--- src/sv/bse_pkg.sv ---
package bse_pkg;

  localparam int VALUE_W         = 16;
  localparam int VALUE_RANGE_DEF = 65536;
  localparam int WORD_BITS_DEF   = 64;
  localparam int RECIP_SHIFT     = 32;

  localparam logic MODE_INSERT  = 1'b0;
  localparam logic MODE_EXTRACT = 1'b1;

  typedef struct packed {
    logic clr_write;
    logic load_in;
    logic mul_en;
    logic scale_en;
    logic ins_read;
    logic ins_write;
    logic x_read;
    logic x_check;
    logic load_out;
  } bse_cmd_t;

  typedef struct packed {
    logic clr_done;
    logic count_zero;
    logic word_zero;
  } bse_sts_t;

endpackage

--- src/sv/bse_ctrl.sv ---
module bse_ctrl import bse_pkg::*; (
  input  logic     clk,
  input  logic     rst,
  input  logic     in_valid,
  output logic     in_ready,
  input  logic     mode,
  output logic     out_valid,
  input  logic     out_ready,
  output bse_cmd_t cmd,
  input  bse_sts_t sts
);

  typedef enum logic [3:0] {
    S_CLR,
    S_IDLE,
    S_MUL,
    S_SCALE,
    S_IRD,
    S_IWR,
    S_XRD,
    S_XCHK,
    S_XOUT
  } state_t;

  state_t state;
  logic   accept;

  assign in_ready = state == S_IDLE;
  assign accept   = in_valid && in_ready;

  always_comb begin
    cmd           = '0;
    cmd.clr_write = state == S_CLR;
    cmd.load_in   = accept;
    cmd.mul_en    = state == S_MUL;
    cmd.scale_en  = state == S_SCALE;
    cmd.ins_read  = state == S_IRD;
    cmd.ins_write = state == S_IWR;
    cmd.x_read    = state == S_XRD;
    cmd.x_check   = state == S_XCHK;
    cmd.load_out  = (state == S_XOUT) && (!out_valid || out_ready);
  end

  always_ff @(posedge clk) begin
    if (rst) begin
      state     <= S_CLR;
      out_valid <= 1'b0;
    end else begin
      if (cmd.load_out) begin
        out_valid <= 1'b1;
      end else if (out_ready) begin
        out_valid <= 1'b0;
      end
      case (state)
        S_CLR: begin
          if (sts.clr_done) begin
            state <= S_IDLE;
          end
        end
        S_IDLE: begin
          if (accept) begin
            if (mode == MODE_EXTRACT) begin
              state <= sts.count_zero ? S_XOUT : S_XRD;
            end else begin
              state <= S_MUL;
            end
          end
        end
        S_MUL:   state <= S_SCALE;
        S_SCALE: state <= S_IRD;
        S_IRD:   state <= S_IWR;
        S_IWR:   state <= S_IDLE;
        S_XRD:   state <= S_XCHK;
        S_XCHK: begin
          state <= sts.word_zero ? S_XRD : S_XOUT;
        end
        S_XOUT: begin
          if (cmd.load_out) begin
            state <= S_IDLE;
          end
        end
        default: state <= S_CLR;
      endcase
    end
  end

endmodule

--- config.mk ---
export PLATFORM = sky130hd
export DESIGN_NAME = bse_ctrl
export DESIGN_NICKNAME = d
export VERILOG_FILES = /design/src/sv/bse_pkg.sv /design/src/sv/bse_ctrl.sv
export SDC_FILE = /design/constraint.sdc
export NUM_CORES = 1
export LEC_CHECK = 0
export ABC_AREA = 1
export BUFFER_PORTS_ARGS = -buffer_cell sky130_fd_sc_hd__buf_4
export CAP_MARGIN = 20
export CORE_MARGIN = 2
export CORE_UTILIZATION = 25
export DETAILED_ROUTE_END_ITERATION = 16
export PLACE_DENSITY_LB_ADDON = 0.15
export SLEW_MARGIN = 10
export SYNTH_ARGS = -nofsm -noshare
export SYNTH_HDL_FRONTEND = slang
export SYNTH_SLANG_ARGS = --single-unit
--- constraint.sdc ---
create_clock -name clk -period 3.1 [get_ports clk]
set_input_delay 0.62 -clock clk [delete_from_list [all_inputs] [get_ports clk]]
set_output_delay 0.62 -clock clk [all_outputs]
set_load 0.02 [all_outputs]
# Word-level counts from Yosys, hierarchy flattened
# Cells that the tools add are included.
[word_totals]
regBits = 5
input_bits = 8
output_inout_bits = 11
word_cells = 29
[classes]
n_eq_ne = 11
n_mux = 9
reduce_logical = 7
[ops]
columns = ["cell", "count"]
rows = [
  ["$pmux 4 s9", 1],
  ["$mux 4", 6],
  ["$eq 4x3->1 const B", 4],
  ["$eq 4x2->1 const B", 2],
  ["$eq 4x1->1 const B", 1],
  ["$eq 4x4->1 const B", 1],
  ["$logic_not 4->1", 1],
  ["$ne 2x1->1 const B", 2],
  ["$reduce_and 3->1", 1],
  ["$logic_and 1x1->1", 2],
  ["$mux 1", 2],
  ["$ne 2x2->1 const B", 1],
  ["$reduce_bool 2->1", 1],
  ["$logic_not 1->1", 1],
  ["$logic_or 1x1->1", 1],
]

# Longest topological paths before layout
# Gate-level depths: netlist of run 1.
[logic_depth]
word_depth = 5
mapped_depth = 8
depth_no_buf = 8

# Worst setup path after synthesis of run 1
# No wires, ideal clock.
[synth_path]
path_kind = "input port to output port"
start = "input out_ready"
end = "output cmd[0] in the netlist's numbering"
t_arrival_ns = 1.089
t_required_ns = 2.480
setup_slack_ns = 1.391
path_stages = 3
path_buffers = 0
path_cell_list = "or2_2 > inv_1 > nor2_1"
[synth_lines]
columns = ["item", "line_no", "text"]
rows = [
  ["from (decl)", "bse_ctrl.sv:8", "input logic out_ready,"],
  ["to (decl)", "bse_ctrl.sv:9", "output bse_cmd_t cmd,"],
]

==> results.txt, run 1 <==
- The run finished with clean final reports.
* Synthesis-to-layout area growth: 41.4%
- The die covers 2030 um2.
* Post-synthesis register bit count: 5
- The number of nets in the synthesized netlist is 72.
- Sequential cell area fraction in the yosys report: 0.238
- Delay of the slowest critical-path stage: 0.33 ns
* Instance area at placement: 568 um2
* Std-Cell Core Area: 1540 um2
- Mux contribution to synthesized area: 0
* Final weighted congestion of routability-driven global placement: 0.707
- The startpoint identified for the worst register-to-register timing path is state[0].
- On the critical path, the stage with the largest delay is an instance of or2_2.
* Worst relative slew slack: 0.811
* Final Hold Vio Count: 0
- Setup violations remaining at the end of the flow were counted as 0.
* Kind of critical path: in2out
- Routed vias: 444
- Top cell by count, worst path: buf_4
- Complex-gate fraction of the synthesized area: 0.0685
- The floorplan step set the die width to 45.0 um.
- DRC viols: 0
* Kind of path behind the tightest hold check: in2reg
- At the pin with the least slew margin, the transition time is 0.283 ns.
- In this design, the largest share of critical-path delay is due to simple AND/OR/NAND/NOR gates.
- After detailed placement, the design holds a cell count of 97.
* Final worst-path cycle share: 0.622
* Clock Root Buffer: clkbuf_4
- Number of clock sinks: 5
- Area share of fa/ha/maj cells after synthesis: 0
* Post-CTS setup buffer count: 0
- Grt ovf: 0
- Initial antenna violation count: 0
- In this run the tool buffered the top-level ports with 18 buffer cells.
- Htree depth: 1
* CP cell instances: buf_4, or2_2, inv_1, nor2_1, buf_4
* Mapped Cells: 64
- In the final layout, the share of cells above drive strength 1 is 0.494.
- TritonCTS created 3 clock buffers.
- Fill count: 174
* Number of standard cells in the final layout excluding fillers: 101
* Number of DRC markers after the initial detailed-route iteration: 6
- Of the total synthesized cell area, the portion taken by XOR and XNOR cells is 0.
- The max-slew violation count came to 0.
* Number of diodes: 0
- Number of global-route vias before repair: 370
- The tool flagged a number of max-cap violations equal to 0.
- Number of buffer and inverter stages on the critical path: 3
- STA classifies the critical path endpoint as an output port.
- Minimum setup slack after placement: 1.18 ns
- The final layout contains 94 nets.
- Clock insertion delay at the later pin of the skew report: 0.24 ns
- Hold-fix buffers, CTS: 0
* Final routed wire length divided by cell count: 9.09 um
* Yosys warning count: 0
* Maximum resistive drop on vdd: 0.173 mV
- The first global-routing pass estimated 1540 um of wire.
- Number of placed I/O pins: 19
- The clock passes through at most 2 buffers.
- Before antenna repair, the detailed router went through 4 iterations.
* Total wirelength of the detailed-routed design: 918 um
* Slack of the critical path: 1.17 ns
* CTS tree: yes
- The count of nets left with antenna violations once routing finished came out at 0.
* Maximum clock rate: 0.518 GHz
* Initial standard-cell utilization of the core: 0.273
- Setup repair after global routing left no endpoint under its margin.
- Pin count of the biggest net entering global routing: 8
- Setup total negative slack on the finished layout was measured at 0 ns.
* Nature of the critical path startpoint: input port
- After synthesis, the netlist uses 19 different library cells.
- Critical path launch point: out_ready
- Of the total synthesized cell area, the portion taken by AND, OR, NAND and NOR gates is 0.551.
- The mapped netlist covers 420 um2.
* Vias per cell: 4.40
- Hold path startpoint: rst
- With fillers left out, the area of the finished cells amounts to 594 um2.
* Average instance area after synthesis: 6.57 um2
* Dominant combinational cell family by area after synthesis: simple AND/OR/NAND/NOR gates
- The analysis attributes to cell leakage a power of 0.319 nW.
* Shortest period the worst path allows: 1.93 ns
* Arrival time worst endpoint: 1.31 ns
* Number of rows created at floorplan: 14
* Clock transition time at the flip-flop clock pins of the worst setup and hold paths: 0.04 ns
- Across the routed clock network, the largest skew measured is 0.000172 ns.
- Total half-perimeter wirelength after legalization and detailed placement: 770 um
- Combined global-route utilization of all metal layers: 0.102
* Total power divided by cell area: 449 nW/um2
- Measured along the y axis, the die boundary spans 45.0 um.
- STA puts the critical path data required time at 2.48 ns.
* Post-CTS sizing: 0
- Top fanout value on the critical path: 3
==> cells in the final DEF, fill, tap and decap left out, drive strengths merged, types with 2 or more instances in the layout <==
master  count
buf        18
a21oi       3
o21ai       2
clkbuf      4
nor2       15
nand4       3
dfxtp       5
nor3        2
inv        14
nand2      11
nand3       7
==> cell usage after synthesis (all sizes together) <==
cell type | count | share of area
nand4 | 3 | 0.045
dfxtp | 5 | 0.24
buf | 1 | 0.018
a21oi | 3 | 0.045
nor2 | 15 | 0.21
nand3 | 7 | 0.11
nor3 | 2 | 0.051
o21ai | 2 | 0.024
or2 | 1 | 0.015
nand2 | 11 | 0.13
inv | 14 | 0.12
==> stage by stage <==
step / hold WS (ns) / total power [W] / utilization
after floorplan: 0.634 / 0.000158 / -
after global placement: 0.591 / 0.000193 / 0.369
after detailed placement: 0.593 / 0.000192 / 0.369
after CTS: 0.574 / 0.000268 / 0.386
after global routing: 0.589 / 0.000283 / 0.386
final: 0.572 / 0.000267 / 0.386
==> worst reg2reg max path, delay by kind of cell, from the launching register on <==
| family | cells | cell delay [ns] |
|---|---|---|
| AND/OR/NAND/NOR | 5 | 0.44 |
| buffers and inverters | 1 | 0.11 |
| AO/OA/AOI/OAI | 1 | 0.14 |
| flip-flops | 1 | 0.42 |
==> routing by layer <==
metal	vias up	part of all wire	GRT usage
met5	-	0	0
met4	0	0.016	0.0529
met1	189	0.47	0.144
li1	240	-	-
met3	2	0.046	0.0120
met2	13	0.46	0.151
==> state kept, by name, indices dropped and copies added, names as in the netlist <==
name,count
out_valid,1
state,4
==> area by class of cell <==
cell class                      instances  area (um2)  share of cell area
Timing Repair Buffer                   18         135               0.227
Clock buffer                            4        26.3              0.0442
Sequential cell                         5         100               0.168
Multi-Input combinational cell         44         260               0.438
Inverter                               14        52.6              0.0884
Tap cell                               16        20.0              0.0337
==> report_power, final <==
| part | switching [W] | total (W) | internal, W |
|---|---|---|---|
| registers | 0.00000984 | 0.0000799 | 0.0000700 |
| logic | 0.0000671 | 0.000110 | 0.0000431 |
| clock network | 0.0000281 | 0.0000769 | 0.0000488 |
| total | 0.000105 | 0.000267 | 0.000162 |
==> worst paths after layout <==
check / cells past startpoint / to / slack, ns
max: 5 / cmd[0] / 1.17
min: 2 / state[0] / 0.57
max reg2reg: 7 / state[3] / 1.89
min reg2reg: 3 / out_valid / 0.60
==> kinds of logic after synthesis <==
logic type,count (synthesis)
AO/OA/AOI/OAI,5
buffers and inverters,15
flip-flops,5
AND/OR/NAND/NOR,39
No activity file was read; power rests on OpenSTA's default activity.
==> inputs of run 2 (changes only) <==
==> constraint.sdc (replaced) <==
create_clock -name clk -period 1.9 [get_ports clk]
set_input_delay 0.38 -clock clk [delete_from_list [all_inputs] [get_ports clk]]
set_output_delay 0.38 -clock clk [all_outputs]
set_load 0.02 [all_outputs]
==> run 2 against run 1 <==
Combinational power is 65% higher. Sequential power is 63% higher. Via count is 1.6% higher. Global-route usage increased by 0.58 points. Register-to-register slack got worse by 1.2 ns. Critical path type is now reg2out. Wire length rose by 4.8%. Sequential share of layout area about the same. Total power rose by 65%. Cell area up 0.21%. Largest cell class unchanged. Critical path depth did not move.
==> results.txt, run 2 (synthesis results as in run 1) <==
* Outcome: finished clean
- Post-CTS setup buffer count: 0 (unchanged)
* CTS buffer count: 3 (unchanged)
- Number of setup violations in the final report: 0 (unchanged)
* Maximum clock rate: 0.614 GHz
- The static leakage power is 0.321 nW (+0.86%).
- Critical path launch point: state[0]
- The minimum setup slack in the final design is 0.273 ns (-0.898 ns).
- Minimum setup slack after placement: 0.456 ns (-0.724 ns)
- The number of maximum-capacitance violations was 0 (unchanged).
- The most critical setup path has its endpoint at cmd[7].
- The total power draw was 0.000440 W (+65%).
* Number of diodes: 0 (unchanged)
- Depth of the critical timing path with buffers and inverters included: 5 (unchanged)
- Area of the die: 2030 um2 (unchanged)
* Std-Cell Core Area: 1540 um2 (unchanged)
- Fin nets: 94 (unchanged)
* Total power divided by cell area: 739 nW/um2 (+65%)
- The setup TNS after final layout is 0 ns (unchanged).
- Cell type of the slowest stage on the worst timing path: dfxtp_1
* Top fanout value on the critical path: 5 (+2)
* Htree depth: 1 (unchanged)
- The die outline height came to 45.0 um (unchanged).
* Combined global-route utilization of all metal layers: 0.108 (+0.00576)
- Registers with the most flip-flops: state (4), out_valid (1)
* Total half-perimeter wirelength after legalization and detailed placement: 790 um (+2.6%)
- The pin count of the biggest net entering global routing is 8 (unchanged).
- The transition time at the pin with the least slew margin is 0.287 ns (+0.00466 ns).
- Launch point of the worst reg-to-reg path: state[0]
- state holds more flip-flops than any other register.
* Shortest period the worst path allows: 1.63 ns
* RSZ-0062 raised after global routing: no
- The final wirelength is 962 um (+4.8%).
- CP cell instances: inv_2, nor2_4, nand2_2, nor2_1, buf_4
- The post-cts repair resize count was 0 (unchanged).
* Bufs on Longest Clock Path: 2 (unchanged)
- The count of fill cells added during filler insertion came to 170 (-2.3%).
- The kind of cell with the highest combined delay along the critical path is flip-flops.
* Largest register FFs: 4 (unchanged)
- The number of port buffers was 18 (unchanged).
* Initial antenna violation count: 0 (unchanged)
- R2R cell count: 7 (unchanged)
- The footprint of the multi-input gates is 260 um2 (unchanged).
* Number of placed I/O pins: 19 (unchanged)
- The fraction of layout instances using a drive strength above 1 was 0.506 (+0.0118).
- The critical path arrival is 1.25 ns (-0.06 ns).
- Storage cell area: 100 um2 (unchanged)
- The final weighted congestion in routability-driven placement is 0.707 (unchanged).
* Drt first pass iters: 6 (+2)
- The min-delay analysis places its worst path in the category in2reg.
- Hold-fix buffers, CTS: 0 (unchanged)
- Leaving out fill and tap cells, the most frequent cells in the layout are buf_4 (18), nor2_1 (9), inv_1 (9).
- Dividing the final minimum period by the clock period gives 0.857.
* Delay of the slowest critical-path stage: 0.42 ns (+0.09 ns)
- Worst relative slew slack: 0.808 (-0.00311)
* Crit. End Element: output port
* Final Hold Vio Count: 0 (unchanged)
* Reg-to-reg endpoint: state[3]
- Grt ovf: 0 (unchanged)
* Vias per cell: 4.47 (+1.6%)
- Worst EP required: 1.52 ns (-0.96 ns)
- The worst setup path is launched from a register.
- DRC viols: 0 (unchanged)
- Most common cell after layout, fill and taps aside: buf_4
- The global-route wire length before repair was 1600 um (+4.0%).
- The iteration-0 DRC count of the detailed router was 14 (+8).
- Final routed wire length divided by cell count: 9.52 um (+4.8%)
- Slack of the worst reg-to-reg path: 0.69 ns (-1.20 ns)
- The number of vias after detailed routing was 451 (+1.6%).
- Kind of critical path: reg2out
- CTS tree: yes
- Number of buffer and inverter stages on the critical path: 2 (-1)
- The cell row count was 14 (unchanged).
* Initial standard-cell utilization of the core: 0.273 (unchanged)
- The number of sinks handled by clock tree synthesis came to 5 (unchanged).
- Clock Root Buffer: clkbuf_4
- The clock tree skew after final layout was 0.00604 ns (+0.00587 ns).
- The clock latency at the later pin of the worst-skew pair is 0.25 ns (about the same).
- Remaining number of nets flagged by the antenna check after routing: 0 (unchanged)
* Maximum resistive drop on vdd: 0.268 mV (+54%)
- The CTS clock-pin slew for the worst setup and hold paths is 0.05 ns (about the same).
- Die boundary width: 45.0 um (unchanged)
- The max-slew violation count came to 0 (unchanged).
* Synthesis-to-layout area growth: 41.7%
* Number of global-route vias before repair: 394 (+6.5%)
==> run 2: cell type report <==
| cell class | count | area share |
|---|---|---|
| multi-input cells | 44 | 0.437 |
| repair buffers | 18 | 0.227 |
| flip-flops and latches | 5 | 0.168 |
| inverters | 14 | 0.0882 |
| clock buffers | 3 | 0.0378 |
| well taps | 16 | 0.0336 |
| clock inverters | 1 | 0.00840 |
==> run 2: how the worst min path moves through the flow <==
stage,start,to,slack [ns],cells past startpoint
finish,rst,state[0],0.32,2
CTS,rst,state[0],0.31,2
global route,rst,state[0],0.33,2
global placement,rst,state[0],0.58,2
floorplan,rst,state[0],0.44,1
detailed placement,rst,state[0],0.58,2
==> run 2: power by group <==
| part | leakage [nW] | total [W] | internal [W] | switching (W) |
|---|---|---|---|---|
| clock network | 0.0177 | 0.000130 | 0.0000767 | 0.0000529 |
| logic | 0.263 | 0.000181 | 0.0000703 | 0.000110 |
| registers | 0.0407 | 0.000130 | 0.000114 | 0.0000158 |
==> run 2: per-stage QoR <==
stage / std cells / hold WS (ns) / utilization / area (um2)
finish: 101 / 0.321 / 0.386 / 596
global route: 101 / 0.330 / 0.386 / 596
CTS: 101 / 0.314 / 0.386 / 596
detailed placement: 97 / 0.583 / 0.369 / 568
global placement: 97 / 0.580 / 0.369 / 568
floorplan: 64 / 0.442 / - / 420
==> run 2: worst register-to-register path: stages, from the launching register on <==
cell and delay (ns):
dfxtp_1 0.42, inv_2 0.11, nor2_4 0.15, nand3_2 0.11
nand2_2 0.09, nor2_4 0.05, a21oi_1 0.14, nor2_1 0.05
==> run 2: layer usage <==
metal | part of all wire | GRT usage | routed length [um] | vias up
li1 | - | - | - | 240
met1 | 0.47 | 0.159 | 454 | 197
met2 | 0.47 | 0.146 | 452 | 14
met3 | 0.057 | 0.0120 | 55 | 0
met4 | 0 | 0.0706 | 0 | 0
met5 | 0 | 0 | 0 | -
==> inputs of run 3 (changes only) <==
--- a/config.mk
+++ b/config.mk
@@ -8,8 +8,10 @@
 export ABC_AREA = 1
 export BUFFER_PORTS_ARGS = -buffer_cell sky130_fd_sc_hd__buf_4
 export CAP_MARGIN = 20
+export CELL_PAD_IN_SITES_DETAIL_PLACEMENT = 0
+export CELL_PAD_IN_SITES_GLOBAL_PLACEMENT = 2
 export CORE_MARGIN = 2
-export CORE_UTILIZATION = 25
+export CORE_UTILIZATION = 21
 export DETAILED_ROUTE_END_ITERATION = 16
 export PLACE_DENSITY_LB_ADDON = 0.15
 export SLEW_MARGIN = 10
==> run 3 against run 2 <==
Global-route usage is 1.5 points lower. Register-to-register slack hardly changed. Critical path type unchanged. Largest cell class unchanged. Worst setup slack worse by 0.0014 ns.
==> results.txt, run 3 (synthesis results as in run 1) <==
* Routed vias: 460 (+2.0%)
- Number of placed I/O pins: 19 (unchanged)
- STA classifies the critical path startpoint as a register.
- The global-route wire length before repair is 1670 um (+4.3%).
- The buffer levels on the longest clock path came to 2 (unchanged).
- Number of DRC markers after the initial detailed-route iteration: 3 (-11)
- Hold-fix buffers, CTS: 0 (unchanged)
- The maximum cell stage delay along the critical path is 0.38 ns (-0.04 ns).
- The placed cell count was 108 (+11%).
- Die outline height: 48.7 um (+8.3%)
* Initial antenna violation count: 0 (unchanged)
* Final non-filler cell area: 608 um2 (+2.1%)
- The worst endpoint required time is 1.52 ns (about the same).
- Most common cell after layout, fill and taps aside: buf_4
* End point of the most critical hold path: state[0]
- Reg-to-reg endpoint: state[3]
* Slack of the worst reg-to-reg path: 0.69 ns (about the same)
* Clock insertion delay at the later pin of the skew report: 0.24 ns (about the same)
* Registers with the most flip-flops: state (4), out_valid (1)
- The number of sinks handled by clock tree synthesis is 5 (unchanged).
* Number of setup violations in the final report: 0 (unchanged)
- The power density of the placed cells is 712 nW/um2 (-3.6%).
- On the critical path, the stage with the largest delay is an instance of dfxtp_1.
- Met2 track demand over resource in global routing: 0.155 (+0.00954)
- The final period demand of the worst path is 1.63 ns (+0.00142 ns).
- The total CTS buffers is 3 (unchanged).
- The post-CTS repair timing setup buffer count was 0 (unchanged).
* Met3 usage in global routing: 0.0154 (+0.00343)
* Setup TNS: 0 ns (unchanged)
* Total wirelength of the detailed-routed design: 981 um (+2.0%)
- Final weighted congestion of routability-driven global placement: 0.641 (-9.3%)
- The critical path arrival came to 1.25 ns (about the same).
* Met1 usage: 0.100 (-0.0585)
- Launch point of the worst reg-to-reg path: state[3]
- The number of cells on the worst reg-to-reg path is 7 (unchanged).
- Number of diodes: 0 (unchanged)
- Grt ovf: 0 (unchanged)
* Share of layout cells above drive strength 1: 0.494 (-0.0118)
- Top fanout value on the critical path: 6 (+1)
- The number of global-route vias before repair is 415 (+5.3%).
* Number of rows created at floorplan: 16 (+2)
- The pin count of the biggest net entering global routing came to 8 (unchanged).
- The area growth from synthesis to layout is 44.6%.
* Least-Margin Pin Slew: 0.277 ns (-0.0102 ns)
* Die boundary width: 48.7 um (+8.3%)
- Fin nets: 94 (unchanged)
* Cell depth of the worst min-delay path: 2 (unchanged)
- The number of port buffers is 18 (unchanged).
- The CTS clock-pin slew for the worst setup and hold paths was 0.04 ns (about the same).
* Number of standard cells in the final layout excluding fillers: 112 (+11%)
* Leakage: 0.319 nW (-0.85%)
* Clock Root Buffer: clkbuf_4
- Final routed wire length divided by cell count: 8.76 um (-8.0%)
* Crit. End Element: output port
- Leaving out fill and tap cells, the most frequent cells in the layout are buf_4 (18), nor2_1 (9), inv_1 (9).
* Total power draw: 0.000433 W (-1.6%)
- Final worst-path cycle share: 0.857 (about the same)
* Number of max-slew violations in the final report: 0 (unchanged)
- Htree depth: 1 (unchanged)
- The tightest slew margin relative to the limit is 0.815 (+0.00684).
- The final number of hold-violating endpoints is 0 (unchanged).
- The iteration count of the initial detailed-routing pass came to 2 (-4).
- The peak ir drop on the vdd network was 0.219 mV (-18%).
* Vias per cell: 4.11 (-8.0%)
* DRC viols: 0 (unchanged)
- The post-route antenna net violation count was 0 (unchanged).
- In this run the most critical hold path is launched from rst.
- Max Cap Violations: 0 (unchanged)
- Clock skew after layout: 0.00364 ns (-0.00239 ns)
- Area of the die: 2380 um2 (+17%)
* Outcome: finished clean
- The number of flip-flops under the largest register name is 4 (unchanged).
* Total half-perimeter wirelength after legalization and detailed placement: 828 um (+4.7%)
- The total global-route track usage is 0.0933 (-0.0146).
* CTS tree: yes
* CP cell instances: nor2_2, inv_1, nor3_1, buf_4
* Post-CTS sizing: 0 (unchanged)
* Kind of path behind the tightest hold check: in2reg
* Initial standard-cell utilization of the core: 0.219 (-0.0540)
- Register name with the most flops: state
- Kind of critical path: reg2out
* Maximum clock rate: 0.614 GHz (about the same)
- RSZ-0062 raised after global routing: no
- The total cell area at the placement stage was 582 um2 (+2.4%).
- In this run the most used layer during global routing was met2.
- The placeable core area was 1920 um2 (+25%).
run 3: cell count changes in the layout (fill, tap and decap cells not counted), sizes merged:
cell,delta
clkinv,-1
clkbuf,+1
run 3: critical path: cells and delay by family (launching register included):
family	cells	cell delay, ns
buffers and inverters	2	0.27
AND/OR/NAND/NOR	2	0.38
flip-flops	1	0.38
run 3: report_power, final:
part	total, W	leakage (nW)	internal, W	switching, W
sequential	0.000130	0.0407	0.000114	0.0000153
combinational	0.000182	0.263	0.0000703	0.000112
clock	0.000121	0.0150	0.0000793	0.0000418
total	0.000433	0.319	0.000264	0.000169
run 3: routing by layer:
layer  part of all wire  wire (um)  vias up
li1                   -          -      244
met1               0.43        424      207
met2               0.52        512        9
met3              0.045         44        0
met4                  0          0        0
met5                  0          0        -
run 3: how the worst max path moves through the flow:
| stage | start | endpoint | depth (start not counted) |
|---|---|---|---|
| 3_5_place_dp | out_ready | cmd[0] | 5 |
| 4_1_cts | state[3] | cmd[0] | 5 |
| 2_1_floorplan | state[1] | cmd[8] | 3 |
| 6_report | state[1] | cmd[8] | 4 |
| 3_3_place_gp | out_ready | cmd[0] | 5 |
| 5_1_grt | state[1] | cmd[8] | 4 |
run 3: area by class of cell:
cell class / count / area [um2]
multi-input cells: 44 / 260
well taps: 27 / 33.8
flip-flops and latches: 5 / 100
clock buffers: 4 / 26.3
repair buffers: 18 / 135
inverters: 14 / 52.6
fillers: 231 / 1310
run 3: per-stage QoR:
stage / setup slack (ns) / hold WS, ns / util
final: 0.271 / 0.335 / 0.316
after global routing: 0.122 / 0.328 / 0.316
after global placement: 0.458 / 0.586 / 0.303
after floorplan: 0.459 / 0.442 / -
after CTS: 0.255 / 0.328 / 0.316
after detailed placement: 0.460 / 0.583 / 0.303
